===== src/rtl/core/twdse_pkg.sv =====
// Package for the two-wire display symbol encoder.
// Holds the symbol and timing types, symbol index codes and the symbol pattern function.
// Depends on nothing.
`default_nettype none

package twdse_pkg;

   localparam int QuarterWidth = 14;
   localparam int TimeWidth    = 15;
   localparam int IndexWidth   = 4;

   localparam logic [QuarterWidth-1:0] QuarterReset = 14'd200;
   localparam logic [TimeWidth-1:0]    TimeMax      = 15'h7FFF;

   localparam logic [IndexWidth-1:0] SymLead  = 4'd0;
   localparam logic [IndexWidth-1:0] SymAck1  = 4'd9;
   localparam logic [IndexWidth-1:0] SymAck2  = 4'd10;
   localparam logic [IndexWidth-1:0] SymTail  = 4'd11;

   typedef enum logic [1:0] {
      QuarterOne   = 2'd1,
      QuarterTwo   = 2'd2,
      QuarterThree = 2'd3
   } quarters_type;

   typedef struct packed {
      logic         clk_level_a;
      quarters_type clk_quarters_a;
      logic         clk_level_b;
      quarters_type clk_quarters_b;
      logic         dio_level_a;
      quarters_type dio_quarters_a;
      logic         dio_level_b;
      quarters_type dio_quarters_b;
      logic         end_of_byte;
      logic         end_of_transfer;
   } symbol_type;

   typedef struct packed {
      logic       valid;
      symbol_type symbol;
   } symbol_out_type;

   typedef struct packed {
      logic [TimeWidth-1:0] one;
      logic [TimeWidth-1:0] two;
      logic [TimeWidth-1:0] three;
   } quarter_times_type;

   function automatic symbol_type symbol_pattern(
      input logic [IndexWidth-1:0] index,
      input logic [7:0]            data_byte,
      input logic                  first_byte,
      input logic                  last_byte
   );
      symbol_type sym;
      logic [IndexWidth-1:0] bit_pos;
      logic b;
      bit_pos = index - 4'd1;
      b = data_byte[bit_pos[2:0]];
      sym = '{1'b1, QuarterOne, 1'b1, QuarterOne,
              1'b0, QuarterOne, 1'b0, QuarterOne, 1'b0, 1'b0};
      case (index)
         SymLead: begin
            if (first_byte) begin
               sym.dio_quarters_a = QuarterTwo;
            end
         end
         SymAck1: begin
            sym.clk_level_b    = 1'b0;
            sym.clk_quarters_b = QuarterTwo;
            sym.dio_quarters_b = QuarterTwo;
         end
         SymAck2: begin
         end
         SymTail: begin
            sym.end_of_byte = 1'b1;
            if (last_byte) begin
               sym = '{1'b0, QuarterTwo, 1'b1, QuarterThree,
                       1'b0, QuarterTwo, 1'b1, QuarterTwo, 1'b1, 1'b1};
            end
         end
         default: begin
            sym = '{1'b0, QuarterTwo, 1'b1, QuarterTwo,
                    b, QuarterTwo, b, QuarterTwo, 1'b0, 1'b0};
         end
      endcase
      return sym;
   endfunction

endpackage

`default_nettype wire


===== src/rtl/core/twdse_timing.sv =====
// Quarter length register and the one, two and three quarter half durations.
// Depends on twdse_pkg.
`default_nettype none

module twdse_timing (
   input  wire logic                                  clock,
   input  wire logic                                  reset,
   input  wire logic                                  csr_wr_en,
   input  wire logic [twdse_pkg::QuarterWidth-1:0]    csr_wr_data,
   output twdse_pkg::quarter_times_type               times
);
   import twdse_pkg::*;

   logic [QuarterWidth-1:0] quarter_ff;
   logic [QuarterWidth-1:0] quarter_in;
   logic [TimeWidth-1:0]    one;
   logic [TimeWidth:0]      three_sum;

   always_comb begin
      quarter_in = csr_wr_en ? csr_wr_data : quarter_ff;
   end

   always_ff @(posedge clock) begin
      if (reset) begin
         quarter_ff <= QuarterReset;
      end else begin
         quarter_ff <= quarter_in;
      end
   end

   // A zero quarter is treated as one tick so that no half lasts zero ticks.
   always_comb begin
      one = (quarter_ff == '0) ? TimeWidth'(1) : TimeWidth'(quarter_ff);
      three_sum = {1'b0, one[TimeWidth-2:0], 1'b0} + {1'b0, one};
      times.one = one;
      times.two = {one[TimeWidth-2:0], 1'b0};
      times.three = (three_sum > {1'b0, TimeMax}) ? TimeMax : three_sum[TimeWidth-1:0];
   end

endmodule

`default_nettype wire


===== src/rtl/core/twdse_sequencer.sv =====
// Input register and symbol counter that steps one byte through its twelve symbols.
// Depends on twdse_pkg.
`default_nettype none

module twdse_sequencer (
   input  wire logic                  clock,
   input  wire logic                  reset,
   input  wire logic                  req_valid,
   output logic                       req_stall,
   input  wire logic [7:0]            req_data_byte,
   input  wire logic                  req_first_byte,
   input  wire logic                  req_last_byte,
   input  wire logic                  sym_take,
   output twdse_pkg::symbol_out_type  sym_out
);
   import twdse_pkg::*;

   logic                  busy_ff, busy_in;
   logic [IndexWidth-1:0] index_ff, index_in;
   logic [7:0]            byte_ff, byte_in;
   logic                  first_ff, first_in;
   logic                  last_ff, last_in;
   logic                  advance;
   logic                  finishing;
   logic                  accept;

   always_comb begin
      advance   = busy_ff && sym_take;
      finishing = advance && (index_ff == SymTail);
      req_stall = busy_ff && !finishing;
      accept    = req_valid && !req_stall;

      busy_in  = busy_ff;
      index_in = index_ff;
      byte_in  = byte_ff;
      first_in = first_ff;
      last_in  = last_ff;
      if (advance) begin
         index_in = index_ff + 4'd1;
      end
      if (finishing) begin
         busy_in = 1'b0;
      end
      if (accept) begin
         busy_in  = 1'b1;
         index_in = SymLead;
         byte_in  = req_data_byte;
         first_in = req_first_byte;
         last_in  = req_last_byte;
      end

      sym_out.valid  = busy_ff;
      sym_out.symbol = symbol_pattern(index_ff, byte_ff, first_ff, last_ff);
   end

   always_ff @(posedge clock) begin
      if (reset) begin
         busy_ff  <= 1'b0;
         index_ff <= SymLead;
      end else begin
         busy_ff  <= busy_in;
         index_ff <= index_in;
      end
      byte_ff  <= byte_in;
      first_ff <= first_in;
      last_ff  <= last_in;
   end

endmodule

`default_nettype wire


===== src/rtl/core/two_wire_display_symbol_encoder_unit.sv =====
// Top level of the two-wire display symbol encoder: sequencer, timing and result register.
// Depends on twdse_pkg, twdse_timing and twdse_sequencer.
//
// Each accepted byte produces twelve symbol transfers on the rsp_ channel, one per cycle
// while the output is not stalled, and a new byte is taken in the cycle its last symbol
// is produced. The symbol counter in the sequencer sets this rate. The first symbol of a
// byte passes through the sequencer's input register and the result register before it
// appears on the rsp_ ports. Write csr_wr_data only while no byte is in flight; a quarter
// of zero counts as one tick and durations saturate at 32767.
`default_nettype none

module two_wire_display_symbol_encoder_unit (
   input  wire logic                                clock,
   input  wire logic                                reset,
   input  wire logic                                csr_wr_en,
   input  wire logic [twdse_pkg::QuarterWidth-1:0]  csr_wr_data,
   input  wire logic                                req_valid,
   output logic                                     req_stall,
   input  wire logic [7:0]                          req_data_byte,
   input  wire logic                                req_first_byte,
   input  wire logic                                req_last_byte,
   output logic                                     rsp_valid,
   input  wire logic                                rsp_stall,
   output logic                                     rsp_clk_level_a,
   output logic [twdse_pkg::TimeWidth-1:0]          rsp_clk_time_a,
   output logic                                     rsp_clk_level_b,
   output logic [twdse_pkg::TimeWidth-1:0]          rsp_clk_time_b,
   output logic                                     rsp_dio_level_a,
   output logic [twdse_pkg::TimeWidth-1:0]          rsp_dio_time_a,
   output logic                                     rsp_dio_level_b,
   output logic [twdse_pkg::TimeWidth-1:0]          rsp_dio_time_b,
   output logic                                     rsp_end_of_byte,
   output logic                                     rsp_end_of_transfer
);
   import twdse_pkg::*;

   quarter_times_type times;
   symbol_out_type    sym_out;
   logic              sym_take;
   logic              valid_ff, valid_in;
   symbol_type        sym;

   logic                 clk_level_a_ff, clk_level_b_ff, dio_level_a_ff, dio_level_b_ff;
   logic [TimeWidth-1:0] clk_time_a_ff, clk_time_b_ff, dio_time_a_ff, dio_time_b_ff;
   logic                 eob_ff, eot_ff;
   logic                 clk_level_a_in, clk_level_b_in, dio_level_a_in, dio_level_b_in;
   logic [TimeWidth-1:0] clk_time_a_in, clk_time_b_in, dio_time_a_in, dio_time_b_in;
   logic                 eob_in, eot_in;

   function automatic logic [TimeWidth-1:0] half_time(
      input quarters_type      quarters,
      input quarter_times_type t
   );
      logic [TimeWidth-1:0] result;
      case (quarters)
         QuarterOne:   result = t.one;
         QuarterTwo:   result = t.two;
         QuarterThree: result = t.three;
         default:      result = t.one;
      endcase
      return result;
   endfunction

   twdse_timing u_timing (
      .clock       (clock),
      .reset       (reset),
      .csr_wr_en   (csr_wr_en),
      .csr_wr_data (csr_wr_data),
      .times       (times)
   );

   twdse_sequencer u_sequencer (
      .clock          (clock),
      .reset          (reset),
      .req_valid      (req_valid),
      .req_stall      (req_stall),
      .req_data_byte  (req_data_byte),
      .req_first_byte (req_first_byte),
      .req_last_byte  (req_last_byte),
      .sym_take       (sym_take),
      .sym_out        (sym_out)
   );

   always_comb begin
      sym      = sym_out.symbol;
      sym_take = !valid_ff || !rsp_stall;
      valid_in = sym_take ? sym_out.valid : valid_ff;

      clk_level_a_in = clk_level_a_ff;
      clk_time_a_in  = clk_time_a_ff;
      clk_level_b_in = clk_level_b_ff;
      clk_time_b_in  = clk_time_b_ff;
      dio_level_a_in = dio_level_a_ff;
      dio_time_a_in  = dio_time_a_ff;
      dio_level_b_in = dio_level_b_ff;
      dio_time_b_in  = dio_time_b_ff;
      eob_in         = eob_ff;
      eot_in         = eot_ff;
      if (sym_take && sym_out.valid) begin
         clk_level_a_in = sym.clk_level_a;
         clk_time_a_in  = half_time(sym.clk_quarters_a, times);
         clk_level_b_in = sym.clk_level_b;
         clk_time_b_in  = half_time(sym.clk_quarters_b, times);
         dio_level_a_in = sym.dio_level_a;
         dio_time_a_in  = half_time(sym.dio_quarters_a, times);
         dio_level_b_in = sym.dio_level_b;
         dio_time_b_in  = half_time(sym.dio_quarters_b, times);
         eob_in         = sym.end_of_byte;
         eot_in         = sym.end_of_transfer;
      end
   end

   always_ff @(posedge clock) begin
      if (reset) begin
         valid_ff <= 1'b0;
      end else begin
         valid_ff <= valid_in;
      end
      clk_level_a_ff <= clk_level_a_in;
      clk_time_a_ff  <= clk_time_a_in;
      clk_level_b_ff <= clk_level_b_in;
      clk_time_b_ff  <= clk_time_b_in;
      dio_level_a_ff <= dio_level_a_in;
      dio_time_a_ff  <= dio_time_a_in;
      dio_level_b_ff <= dio_level_b_in;
      dio_time_b_ff  <= dio_time_b_in;
      eob_ff         <= eob_in;
      eot_ff         <= eot_in;
   end

   assign rsp_valid           = valid_ff;
   assign rsp_clk_level_a     = clk_level_a_ff;
   assign rsp_clk_time_a      = clk_time_a_ff;
   assign rsp_clk_level_b     = clk_level_b_ff;
   assign rsp_clk_time_b      = clk_time_b_ff;
   assign rsp_dio_level_a     = dio_level_a_ff;
   assign rsp_dio_time_a      = dio_time_a_ff;
   assign rsp_dio_level_b     = dio_level_b_ff;
   assign rsp_dio_time_b      = dio_time_b_ff;
   assign rsp_end_of_byte     = eob_ff;
   assign rsp_end_of_transfer = eot_ff;

endmodule

`default_nettype wire

===== config.mk =====
export PLATFORM = sky130hd
export DESIGN_NAME = two_wire_display_symbol_encoder_unit
export DESIGN_NICKNAME = d
export VERILOG_FILES = /design/src/rtl/core/twdse_pkg.sv /design/src/rtl/core/twdse_timing.sv /design/src/rtl/core/twdse_sequencer.sv /design/src/rtl/core/two_wire_display_symbol_encoder_unit.sv
export SDC_FILE = /design/constraint.sdc
export NUM_CORES = 1
export LEC_CHECK = 0
export BUFFER_PORTS_ARGS = -buffer_cell sky130_fd_sc_hd__buf_2
export CORE_MARGIN = 4
export CORE_UTILIZATION = 40
export CTS_BUF_LIST = sky130_fd_sc_hd__clkbuf_4 sky130_fd_sc_hd__clkbuf_8 sky130_fd_sc_hd__clkbuf_16
export CTS_CLUSTER_SIZE = 16
export DETAILED_ROUTE_END_ITERATION = 8
export GPL_TIMING_DRIVEN = 0
export PLACE_DENSITY = 0.59
export SLEW_MARGIN = 20
export SYNTH_ARGS = -nofsm -noshare
export SYNTH_HDL_FRONTEND = slang
export SYNTH_SLANG_ARGS = --single-unit

===== constraint.sdc =====
create_clock -name clock -period 8.63 [get_ports clock]
set_clock_uncertainty 0.2 [all_clocks]
set_input_delay 1.2945 -clock clock [delete_from_list [all_inputs] [get_ports clock]]
set_output_delay 1.2945 -clock clock [all_outputs]
set_load 0.01 [all_outputs]

=== Yosys cells after proc, flatten, opt, wreduce, memory -nomap -nowiden ===
Index checks and enable logic that the tools add are counted.

* Bits in registers: 96
* Input bits: 29
* Output and inout bits: 68
* Word-level logic and storage cells: 67

* Add/subtract/negate cells: 3
* Magnitude comparators: 2
* Eq/ne operators: 11
* Mux-type cells: 18
* Reduce and logical (&&, ||, !) cells: 16

{| class="wikitable"
|+ Operator list
! operator !! count
|-
| 15-bit one-hot mux with 2 select lines || 4
|-
| 14-bit two-way mux || 2
|-
| 15-bit by 15-bit adder with 16-bit output || 1
|-
| 2-bit == test (second input constant) || 8
|-
| 16-bit by 15-bit greater-than comparator with 1-bit output (second input constant) || 1
|-
| 15-bit two-way mux || 1
|-
| 14-bit zero test || 1
|-
| 4-bit == test (second input constant) || 3
|-
| 3-bit one-hot mux with 3 select lines || 1
|-
| 2-bit one-hot mux with 3 select lines || 1
|-
| 3-bit one-hot mux with 2 select lines || 1
|-
| 2-bit OR reduction || 3
|-
| 4-bit by 1-bit adder with 4-bit output (second input constant) || 1
|-
| 1-bit logical AND || 4
|-
| 1-bit zero test || 4
|-
| 4-bit zero test || 1
|-
| 3-bit by 4-bit < comparator with 1-bit output (second input constant) || 1
|-
| 1-bit one-hot mux with 2 select lines || 2
|-
| 2-bit one-hot mux with 2 select lines || 1
|-
| 1-bit binary-select mux with 3-bit select || 1
|-
| 1-bit two-way mux || 3
|-
| 3-bit OR reduction || 1
|-
| 3-bit by 1-bit subtractor with 3-bit output (second input constant) || 1
|-
| 2-bit two-way mux || 1
|-
| other kinds (2) || 2
|}

=== Longest topological paths before layout ===
Gate-level depths: netlist (run 1).

* Word-level depth: 9
* Gate-level depth with buffers: 17
* Mapped depth without buffers: 13

=== Cells and area by module ===
Synthesis (run 1) repeated with hierarchy kept, for this count alone.

* Cells, all modules: 543
* Area total of the unflattened synthesis: 5689.2 µm²

{| class="wikitable"
|+ By module, submodules not included
! module !! times used !! cells an instance !! area each (µm²) !! seq. area each (µm²)
|-
| two_wire_display_symbol_encoder_unit || 1 || 271 || 3323.2 || 2001.9
|-
| twdse_timing || 1 || 196 || 1520.2 || 280.3
|-
| twdse_sequencer || 1 || 76 || 845.8 || 400.4
|}

=== Worst setup path before layout (run 1) ===
OpenSTA, ideal clock, no wires.

* Path type: input to register
* Start: in rsp_stall
* End: reg u_sequencer.index_ff[3]
* Library setup time: 0.064 ns
* Data arrival time: 3.975 ns
* Data required time: 8.366 ns
* Path slack: 4.391 ns
* Cell stages on the path: 6
* Path buffers: 1
* Cell sequence: nand2_1 > and2_1 > clkbuf_1 > nand4_1 > xor2_1 > nor2_1

* Longest elaborated chain between the ends: 9

{| class="wikitable"
|+ Ends and longest elaborated chain
! item !! RTL line !! text
|-
| start, declared || two_wire_display_symbol_encoder_unit.sv:23 || <nowiki>input wire logic rsp_stall,</nowiki>
|-
| 1-bit zero test (*) || two_wire_display_symbol_encoder_unit.sv:86 || <nowiki>sym_take = !valid_ff || !rsp_stall;</nowiki>
|-
| 1-bit logical OR (*) || two_wire_display_symbol_encoder_unit.sv:86 ||
|-
| 1-bit logical AND (*) || twdse_sequencer.sv:28 || <nowiki>advance = busy_ff && sym_take;</nowiki>
|-
| via u_sequencer.advance || twdse_sequencer.sv:23 || <nowiki>logic advance;</nowiki>
|-
| 1-bit logical AND || twdse_sequencer.sv:29 || <nowiki>finishing = advance && (index_ff == SymTail);</nowiki>
|-
| 1-bit zero test || twdse_sequencer.sv:30 || <nowiki>req_stall = busy_ff && !finishing;</nowiki>
|-
| 1-bit logical AND || twdse_sequencer.sv:30 ||
|-
| 1-bit zero test || twdse_sequencer.sv:31 || <nowiki>accept = req_valid && !req_stall;</nowiki>
|-
| 1-bit logical AND || twdse_sequencer.sv:31 ||
|-
| 2-bit OR reduction (no source line) || -- ||
|-
| end signal, assigned || twdse_sequencer.sv:59 || <nowiki>index_ff <= SymLead;</nowiki>
|-
| end signal, assigned || twdse_sequencer.sv:62 || <nowiki>index_ff <= index_in;</nowiki>
|-
| end, declared || twdse_sequencer.sv:19 || <nowiki>logic [IndexWidth-1:0] index_ff, index_in;</nowiki>
|}

The timed path passes the listed nets; every way through them passes the cells marked *.
A chain may end at the register's enable or synchronous reset.

=== Worst setup path in the final report (run 1) ===
* Start: reg u_timing.quarter_ff[9]
* End: reg clk_time_b_ff[13] (netlist: rsp_clk_time_b[13]) (data pin)

* Longest elaborated chain between the ends: 6

{| class="wikitable"
|+ Ends and longest elaborated chain
! item !! RTL line !! text
|-
| start, declared || twdse_timing.sv:14 || <nowiki>logic [QuarterWidth-1:0] quarter_ff;</nowiki>
|-
| start signal, assigned || twdse_timing.sv:25 || <nowiki>quarter_ff <= QuarterReset;</nowiki>
|-
| start signal, assigned || twdse_timing.sv:27 || <nowiki>quarter_ff <= quarter_in;</nowiki>
|-
| 14-bit zero test || twdse_timing.sv:33 || <nowiki>one = (quarter_ff == '0) ? TimeWidth'(1) : TimeWidth'(quarter_ff);</nowiki>
|-
| 14-bit two-way mux (*) || twdse_timing.sv:33 ||
|-
| 15-bit by 15-bit adder with 16-bit output || twdse_timing.sv:34 || <nowiki>three_sum = {1'b0, one[TimeWidth-2:0], 1'b0} + {1'b0, one};</nowiki>
|-
| 16-bit by 15-bit greater-than comparator with 1-bit output || twdse_timing.sv:37 || <nowiki>times.three = (three_sum > {1'b0, TimeMax}) ? TimeMax : three_sum[TimeWidth-1:0];</nowiki>
|-
| 15-bit two-way mux || twdse_timing.sv:37 ||
|-
| 15-bit one-hot mux with 2 select lines (*) || two_wire_display_symbol_encoder_unit.sv:55 || <nowiki>case (quarters)</nowiki>
|-
| end signal, assigned || two_wire_display_symbol_encoder_unit.sv:122 || <nowiki>clk_time_b_ff <= clk_time_b_in;</nowiki>
|-
| end, declared || two_wire_display_symbol_encoder_unit.sv:44 || <nowiki>logic [TimeWidth-1:0] clk_time_a_ff, clk_time_b_ff, dio_time_a_ff, dio_time_b_ff;</nowiki>
|}

Every way passes the cells marked *; elsewhere a longest branch is shown, timed or not.

==> results of run 1 <==
-- cell families after synthesis --
| logic type | synth area share [%] |
|---|---|
| AOI/OAI and AO/OA | 21.8 |
| and+or+nand+nor | 10.6 |
| DFF | 51.3 |
| buffers and inverters | 4.93 |
| adders and majority gates | 6.13 |
| muxes | 3.38 |
| xor gates and xnor gates | 1.84 |
-- cell type report --
type | count | area, um2 | share of cell area (%)
inverters | 23 | 86.3 | 1.39
well taps | 172 | 215 | 3.46
multi-input cells | 328 | 2280 | 36.8
clock buffers | 10 | 233 | 3.74
repair buffers | 96 | 503 | 8.09
plain buffers | 38 | 175 | 2.82
flip-flops and latches | 96 | 2680 | 43.2
clock inverters | 6 | 35.0 | 0.564
-- worst paths after layout --
path	from	depth (start not counted)	slack [ps]	end
worst max register to register	u_timing.quarter_ff[9]$_SDFFE_PP0P_	15	3040	rsp_clk_time_b[13]$_DFFE_PP_
worst min register to register	u_sequencer.busy_ff$_SDFFE_PP0P_	2	300	rsp_valid$_SDFFE_PP0N_
worst max-delay path	u_timing.quarter_ff[9]$_SDFFE_PP0P_	15	3040	rsp_clk_time_b[13]$_DFFE_PP_
worst min-delay path	u_sequencer.busy_ff$_SDFFE_PP0P_	2	300	rsp_valid$_SDFFE_PP0N_
-- flip-flops by register name, summed over array words and instances, names as in the netlist, 4 cells and up --
name and flops:
rsp_clk_time_a 15, rsp_clk_time_b 15, rsp_dio_time_a 15, rsp_dio_time_b 15, u_timing.quarter_ff 14, u_sequencer.byte_ff 8
u_sequencer.index_ff 4
-- per-stage QoR --
stage | cell area, um2 | worst slack [ps] | hold WS, ps | cells
3_3_place_gp | 5920 | 3110 | 264 | 752
3_5_place_dp | 5950 | 3030 | 283 | 753
5_1_grt | 6210 | 2540 | 337 | 769
6_report | 6210 | 3040 | 298 | 769
4_1_cts | 6210 | 3000 | 299 | 769
2_1_floorplan | 5230 | 4390 | 244 | 485
-- synth_stat cells (2+ instances only) --
| cell type | n |
|---|---|
| sky130_fd_sc_hd__a221oi_2 | 2 |
| sky130_fd_sc_hd__nand2_1 | 30 |
| sky130_fd_sc_hd__a221o_1 | 6 |
| sky130_fd_sc_hd__o22ai_1 | 34 |
| sky130_fd_sc_hd__buf_2 | 5 |
| sky130_fd_sc_hd__nor3_1 | 5 |
| sky130_fd_sc_hd__a22o_1 | 3 |
| sky130_fd_sc_hd__nand3_1 | 4 |
| sky130_fd_sc_hd__nor2_2 | 5 |
| sky130_fd_sc_hd__buf_4 | 4 |
| sky130_fd_sc_hd__edfxtp_1 | 76 |
| sky130_fd_sc_hd__xor2_1 | 6 |
| sky130_fd_sc_hd__o21ai_0 | 11 |
| sky130_fd_sc_hd__mux4_2 | 2 |
| sky130_fd_sc_hd__dfxtp_1 | 20 |
| sky130_fd_sc_hd__or3_1 | 4 |
| sky130_fd_sc_hd__o21bai_4 | 2 |
| sky130_fd_sc_hd__o21ai_1 | 3 |
| sky130_fd_sc_hd__clkbuf_1 | 27 |
| sky130_fd_sc_hd__ha_1 | 24 |
| sky130_fd_sc_hd__o211ai_1 | 10 |
| sky130_fd_sc_hd__o21a_1 | 4 |
| sky130_fd_sc_hd__nor2b_1 | 3 |
| sky130_fd_sc_hd__a22oi_1 | 39 |
| sky130_fd_sc_hd__and2_1 | 4 |
| sky130_fd_sc_hd__nor2_1 | 43 |
| sky130_fd_sc_hd__inv_1 | 23 |
| sky130_fd_sc_hd__a21o_1 | 7 |
| sky130_fd_sc_hd__mux2i_1 | 12 |
| sky130_fd_sc_hd__xnor2_1 | 5 |
| sky130_fd_sc_hd__or2_2 | 4 |
| sky130_fd_sc_hd__nand4_1 | 3 |
| sky130_fd_sc_hd__a21oi_1 | 20 |
| sky130_fd_sc_hd__a31oi_1 | 5 |
| sky130_fd_sc_hd__and3_1 | 3 |
| sky130_fd_sc_hd__a21boi_0 | 2 |
-- cells in the final DEF, fill, tap and decap left out, types with 2 or more instances in the layout --
cell and n:
sky130_fd_sc_hd__buf_2 100, sky130_fd_sc_hd__edfxtp_1 76, sky130_fd_sc_hd__nor2_1 43, sky130_fd_sc_hd__a22oi_1 39, sky130_fd_sc_hd__o22ai_1 34, sky130_fd_sc_hd__nand2_1 30
sky130_fd_sc_hd__clkbuf_1 26, sky130_fd_sc_hd__ha_1 24, sky130_fd_sc_hd__inv_1 23, sky130_fd_sc_hd__a21oi_1 20, sky130_fd_sc_hd__dfxtp_1 20, sky130_fd_sc_hd__mux2i_1 12
sky130_fd_sc_hd__o21ai_0 11, sky130_fd_sc_hd__o211ai_1 10, sky130_fd_sc_hd__clkbuf_16 9, sky130_fd_sc_hd__a21o_1 7, sky130_fd_sc_hd__a221o_1 6, sky130_fd_sc_hd__xor2_1 6
sky130_fd_sc_hd__a31oi_1 5, sky130_fd_sc_hd__nor3_1 5, sky130_fd_sc_hd__nor2_2 5, sky130_fd_sc_hd__xnor2_1 5, sky130_fd_sc_hd__and2_1 4, sky130_fd_sc_hd__buf_4 4
sky130_fd_sc_hd__nand3_1 4, sky130_fd_sc_hd__or2_2 4, sky130_fd_sc_hd__or3_1 4, sky130_fd_sc_hd__o21a_1 4, sky130_fd_sc_hd__and3_1 3, sky130_fd_sc_hd__nor2b_1 3
sky130_fd_sc_hd__nand4_1 3, sky130_fd_sc_hd__o21ai_1 3, sky130_fd_sc_hd__a22o_1 3, sky130_fd_sc_hd__clkbuf_4 2, sky130_fd_sc_hd__a21boi_0 2, sky130_fd_sc_hd__a221oi_2 2
sky130_fd_sc_hd__o21bai_4 2, sky130_fd_sc_hd__mux4_2 2, sky130_fd_sc_hd__clkinv_2 2
-- critical path, stage by stage (launching register included) --
cell                       delay [ps]
sky130_fd_sc_hd__dfxtp_1          310
sky130_fd_sc_hd__clkbuf_1         250
sky130_fd_sc_hd__inv_1            160
sky130_fd_sc_hd__ha_1             160
sky130_fd_sc_hd__nand4_1          120
sky130_fd_sc_hd__nor4_1           800
sky130_fd_sc_hd__clkbuf_1         430
sky130_fd_sc_hd__clkbuf_1         500
sky130_fd_sc_hd__nor2_1            90
sky130_fd_sc_hd__ha_1             370
sky130_fd_sc_hd__and3_1           220
sky130_fd_sc_hd__a221oi_2         450
sky130_fd_sc_hd__o21ai_1          200
sky130_fd_sc_hd__a41oi_1          360
sky130_fd_sc_hd__xor2_1           460
sky130_fd_sc_hd__o211ai_1         210
-- metal layers --
metal,vias up,share of wire (%)
met5,-,0
met4,0,2.8
met2,214,44
met3,28,8.4
li1,2059,-
met1,1989,45
-- report_power, final --
part | internal, W | switching [W] | leakage (nW) | total, W
logic | 0.0000894 | 0.000151 | 1.48 | 0.000240
registers | 0.000543 | 0.0000145 | 0.884 | 0.000558
clock network | 0.000196 | 0.000164 | 0.130 | 0.000360
total | 0.000829 | 0.000329 | 2.49 | 0.00116
==> results.md, run 1 <==
- In this run the static leakage power is 2.49 nW.
- The number of nets in the synthesized netlist is 539.
- In this run, distinct cell masters in the synthesized netlist total 61.
- The total standard cell area after synthesis is 5230 um2.
- Entering global routing, the biggest net connects just over 60 pins.
- The worst hold path belongs to the class reg -> reg.
- The residual overflow from global routing is 0.
- The final count of negative-setup-slack endpoints is 0.
- The total power consumption of the routed design is 0.00116 W.
- The fraction of registers with async set/reset is 0%.
- The data arrival at the endpoint of the critical path is 5450 ps.
- After legalization and detailed placement, the total HPWL measured 10900 um.
- The synthesized design contains 76 enable-type register cells.
- The final routed DRC violation total is 0.
- Setup repair after global routing left no endpoint under its margin.
- The hold violation total from the final report came to 0.
- In the final routed layout, each cell accounts on average for 18.4 um.
- Counting every instance in the synthesized netlist gives 485.
- The routability congestion estimate from global placement is 0.949.
- The TritonCTS clock tree is yes.
- After detailed routing, the number of vias per cell comes to 5.58.
- The maximum level of the CTS H-tree is 3.
- Max-cap violations in this run came to 0.
- Of all nets on the critical path, the largest fanout is 10.
- The fmax is 179 MHz.
- The main flop type after synthesis is sky130_fd_sc_hd__edfxtp_1.
- The class of the most critical setup path is reg -> reg.
- During placement, the flow inserted port buffers numbering 95.
- The count of inserted antenna diode cells is 0.
- Clock-pin slew was measured on the worst setup and hold paths at 60 ps.
- In this run the power density over the cells is about 190 nW/um2.
- Clock tree synthesis found a total of 96 sinks.
- In the global route stage, met1 resource usage came out at 27.4%.
- The kind of end point of the critical path is a flip-flop.
- At the pin with the least slew margin, the transition time is 947 ps.
- The post-cts gate resize count is 0.
- The run finished with clean final reports.
- The worst-case IR drop observed on VDD is 0.0883 mV.
- The number of buffers between clock root and the deepest sink is 2.
- The horizontal die dimension is about 120 um.
- The number of clock buffers added by TritonCTS is 9.
- The most crowded layer after global routing is met2.
- The number of placement rows is 41.
- Pin placement for this block handled a little under 100 I/O pins.
- The largest total area in the synthesized netlist belongs to sky130_fd_sc_hd__edfxtp_1.
- The met2 capacity usage during global routing is 28.8%.
- The worst slew margin relative to its limit is between 30% and 40%.
- The area inside the core boundary is about 13000 um2.
- The critical path launch point type is a flip-flop.
- After filler insertion, the fill cell instance count of the layout stands at 1222.
- The net total in the final layout is between 600 and 700.
- The effective utilization at floorplan is about two fifths.
- Of the synthesized area, sequential elements account for 51.3%.
- The routed layout has 4290 vias.
- The overall die area is around 15000 um2.
- The root buffer selected by CTS is sky130_fd_sc_hd__clkbuf_16.
- A synthesized cell averages between 10 and 15 um2.
- The total routing resource utilization after global routing is 19.5%.
- Post-CTS timing repair inserted 0 buffers for setup.
- The number of global-route vias before repair was 4021.
- The first-pass detailed-route iteration total is 6.
- Yosys printed 0 warnings.
- For this block, the routed nets add up to 14200 um of wire.
- The top cell type by area accounts for 43.7% of the synthesized area.
- The die span in y is 122 um.
- Data on the critical path is required at its endpoint by between 8000 and 9000 ps.
- The clock insertion delay at the later pin of the skew report is 350 ps.
- In this run, post-CTS hold repair placed 0 buffers.
- Sorting the synthesized cells by area gives the leading types as sky130_fd_sc_hd__edfxtp_1 (44%), sky130_fd_sc_hd__dfxtp_1 (7.7%), sky130_fd_sc_hd__ha_1 (5.7%), sky130_fd_sc_hd__a22oi_1 (5.6%), sky130_fd_sc_hd__o22ai_1 (4.1%).
- The max-slew violation count came to 0.
- The post-route fraction of the period consumed by the critical path is 64.8%.
- The number of antenna violations at the first check in global routing is 0.
- The growth of design area from synthesis to finish is 18.9%.
- The final period demand of the worst path is 5590 ps.
- At the end of the flow the core is filled with cells to 48.8%.
- The first-iteration detailed-routing DRC count is 450.
- For met3 alone, demand over resource in global routing was between 4 and 5%.
- The first global-routing pass estimated 22100 um of wire.
- Setup total negative slack on the finished layout was measured at 0 ps.
- The count of antenna-violating nets left after detailed routing is 0.
- The share of final-layout standard cells stronger than drive strength 1 is about a quarter.
- The number of storage elements in the synthesis netlist is 96.
Note: power is estimated with default switching activity, not from simulation.
==> run 2, diff against run 1 <==
clock period = 5.55 ns   (was 8.63 ns; I/O delays follow)
==> run 2 against run 1 <==
Sequential power increased by 55%. Non-clock buffer count unchanged. Die area unchanged. Critical path depth unchanged. Count of clock-buffer cells in the layout is the same. Register-to-register slack got worse by 2600 ps. Cell count is the same. Sequential cell count unchanged. Combinational power increased by 56%. First-iteration DRC count down 9.1%. Worst hold slack got worse by 1.4 ps. Clock power rose by 56%.
==> results.md, run 2 (synthesis results as in run 1) <==
- The run finished with clean final reports.
- The effective utilization at floorplan came to 41.1% (unchanged).
- The count of antenna-violating nets left after detailed routing was 0 (unchanged).
- Relative to the synthesized area, the layout overhead comes to 19.3%.
- The switching portion of total power is 28.5% (+0.11 points).
- The clock insertion delay at the later pin of the skew report is 350 ps (about the same).
- The wire length of the first global-routing pass is 22100 um (+0.31%).
- The count of buffers inserted at the top-level ports came to 95 (unchanged).
- The worst setup path is captured at a flip-flop.
- The root buffer selected by CTS is sky130_fd_sc_hd__clkbuf_16.
- The number of setup buffers added after CTS is 0 (unchanged).
- The reg2reg setup slack is 460 ps (-2580 ps).
- The final-layout fill cell count is 1225 (+0.25%).
- In this run the worst hold path is classified as reg -> reg.
- The first-pass detailed-route iteration total came to 8 (+2).
- The library cells used most frequently in the layout, excluding fill and tap cells, are sky130_fd_sc_hd__buf_2 (100), sky130_fd_sc_hd__edfxtp_1 (76), sky130_fd_sc_hd__nor2_1 (43), sky130_fd_sc_hd__a22oi_1 (39), sky130_fd_sc_hd__o22ai_1 (34).
- The count of inserted antenna diode cells is 0 (unchanged).
- In this run the worst setup path begins at u_timing.quarter_ff[6]$_SDFFE_PP1P_.
- The setup slack after layout came to 461 ps (-2580 ps).
- The max-cap check violation count came to 0 (unchanged).
- The number of placement rows is 41 (unchanged).
- The routability congestion estimate from global placement is 0.949 (unchanged).
- The TritonCTS clock tree is yes.
- The power share of the combinational group is 20.7% (about the same).
- The hold-fix buffer count after cts is 0 (unchanged).
- The number of global-route vias before repair was 4037 (+0.40%).
- The cell count of the worst reg-to-reg path is 15 (unchanged).
- The internal power component is 0.00129 W (+56%).
- The share of final-layout standard cells stronger than drive strength 1 came to 24.0% (+0.34 points).
- The power density normalized to cell area is 289 nW/um2 (+55%).
- The leakage dissipation is 2.50 nW (+0.17%).
- The final count of negative-setup-slack endpoints is 0 (unchanged).
- The register clock-pin slew on the reported worst setup and hold paths is 60 ps (about the same).
- The total number of clock tree sinks is 96 (unchanged).
- The clock group share of total power is 31.2% (about the same).
- The data arrival at the endpoint of the critical path is 4950 ps (-500 ps).
- The horizontal die dimension is 122 um (unchanged).
- The signal on the critical path passes through clkbuf_1 > inv_1 > ha_1 > nand4_1 > nor4_4 > clkbuf_1 > clkbuf_2 > nor2_1 > ha_1 > and3_1 > a221oi_2 > o21ai_1 > a41oi_1 > xor2_1 > o211ai_1.
- The final core area utilization came to 49.0% (+0.13 points).
- The final period demand of the worst path is 5090 ps (-505 ps).
- The residual overflow from global routing is 0 (unchanged).
- The detailed placement HPWL is 10900 um (unchanged).
- The critical path's largest stage delay was 460 ps (-340 ps).
- The overall die area came to 15000 um2 (unchanged).
- The final routed wire length divided by cell count is 18.5 um (+0.53%).
- The area inside the core boundary was 12700 um2 (unchanged).
- The critical path launch point type is a flip-flop.
- The maximum fanout along the worst path is 10 (unchanged).
- The aggregate routed wire length is 14300 um (+0.53%).
- The power dissipated by switching net loads is 0.000515 W (+56%).
- The number of antenna violations at the first check in global routing is 0 (unchanged).
- The destination of the worst register-to-register timing path is rsp_clk_time_b[13]$_DFFE_PP_.
- The hold violation total from the final report was 0 (unchanged).
- The post-route fraction of the period consumed by the critical path was 91.7% (+27 points).
- The max-slew violation count is 0 (unchanged).
- The required time of the worst setup path is 5410 ps (-3080 ps).
- The count of boundary I/O pins is 97 (unchanged).
- The first-iteration detailed-routing DRC count is 409 (-9.1%).
- The startpoint of the lowest-slack register-to-register path is u_timing.quarter_ff[6]$_SDFFE_PP1P_.
- The maximum level of the CTS H-tree is 3 (unchanged).
- The number of buffers between clock root and the deepest sink came to 2 (unchanged).
- The die span in y was 122 um (unchanged).
- The net total in the final layout was 646 (unchanged).
- The worst slew margin relative to its limit is 39.2% (+3.0 points).
- The class of the most critical setup path is reg -> reg.
- The commonest non-fill, non-tap cell in the layout is sky130_fd_sc_hd__buf_2.
- The final routed DRC violation total is 0 (unchanged).
- The master of the slowest instance on the critical path is sky130_fd_sc_hd__xor2_1.
- The critical path capture point is rsp_clk_time_b[13]$_DFFE_PP_.
- The pre-CTS setup slack is -47.9 ps (-3080 ps).
- The worst supply voltage drop on vdd is 0.138 mV (+56%).
- The via count was 4315 (+0.58%).
- The total routing resource utilization after global routing is 19.5% (+0.049 points).
- The CTS buffer count came to 9 (unchanged).
- The pin count of the biggest net entering global routing came to 61 (unchanged).
- The detail-routed via count per cell is 5.61 (+0.58%).
- The sequential power share was 48.1% (about the same).
- Setup repair after global routing left no endpoint under its margin.
- The fmax is 197 MHz (+9.9%).
- The worst-margin pin slew was 909 ps (-37.5 ps).
## run 2: metal layers
| layer | GRT usage (%) | share of wire, % |
|---|---|---|
| met4 | 8.40 | 2.4 |
| met5 | 0 | 0 |
| met1 | 27.4 | 45 |
| met2 | 28.9 | 44 |
| met3 | 4.61 | 8.4 |
## run 2: worst min path at each step
stage               slack [ps]  cells after the start                      to                        startpoint
finish                     300                      2  rsp_valid$_SDFFE_PP0N_  u_sequencer.busy_ff$_SDFFE_PP0P_
global route               340                      2  rsp_valid$_SDFFE_PP0N_  u_sequencer.busy_ff$_SDFFE_PP0P_
CTS                        300                      2  rsp_valid$_SDFFE_PP0N_  u_sequencer.busy_ff$_SDFFE_PP0P_
detailed placement         280                      2  rsp_valid$_SDFFE_PP0N_  u_sequencer.busy_ff$_SDFFE_PP0P_
global placement           260                      2  rsp_valid$_SDFFE_PP0N_  u_sequencer.busy_ff$_SDFFE_PP0P_
floorplan                  240                      2  rsp_valid$_SDFFE_PP0N_  u_sequencer.busy_ff$_SDFFE_PP0P_
## run 2: repair_timing
action,4_1_cts,5_1_grt
hold endpoints to repair,0,0
setup endpoints to repair,2,27
gates resized for setup,1,3
## run 2: layout make-up
class                      instances  area [um2]  share of cell area, %
clock buffer                      10         233                   3.73
timing repair buffer              96         503                   8.07
multi-input combinational        328        2300                   36.9
buffer                            38         176                   2.83
tap                              172         215                   3.45
inverter                          23        86.3                   1.39
sequential                        96        2680                   43.1
clock inverter                     6        35.0                  0.562
## run 2: critical path: cells and delay by family (launching register included)
| kind | cells | cell delay [ps] |
|---|---|---|
| buf+inv | 4 | 1190 |
| compound gates | 4 | 1220 |
| fa+ha+maj | 2 | 530 |
| simple gates | 4 | 880 |
| xor+xnor | 1 | 460 |
| flops | 1 | 310 |
## run 2: through the flow
stage / hold slack (ps) / instance area (um2) / setup TNS, ps / instances / total power (W)
floorplan: 244 / 5230 / 0 / 485 / 0.00112
global placement: 264 / 5920 / 0 / 752 / 0.00125
detailed placement: 283 / 5950 / -47.9 / 753 / 0.00125
CTS: 299 / 6220 / 0 / 769 / 0.00181
global route: 337 / 6230 / 0 / 769 / 0.00188
finish: 297 / 6230 / 0 / 769 / 0.00180
## run 2: power groups by stage
stage               clock network (W)  logic, W  registers (W)
global route                 0.000603  0.000407       0.000873
detailed placement                  0  0.000368       0.000883
CTS                          0.000573  0.000369       0.000868
global placement                    0  0.000363       0.000884
floorplan                           0  0.000220       0.000903
finish                       0.000563  0.000374       0.000867
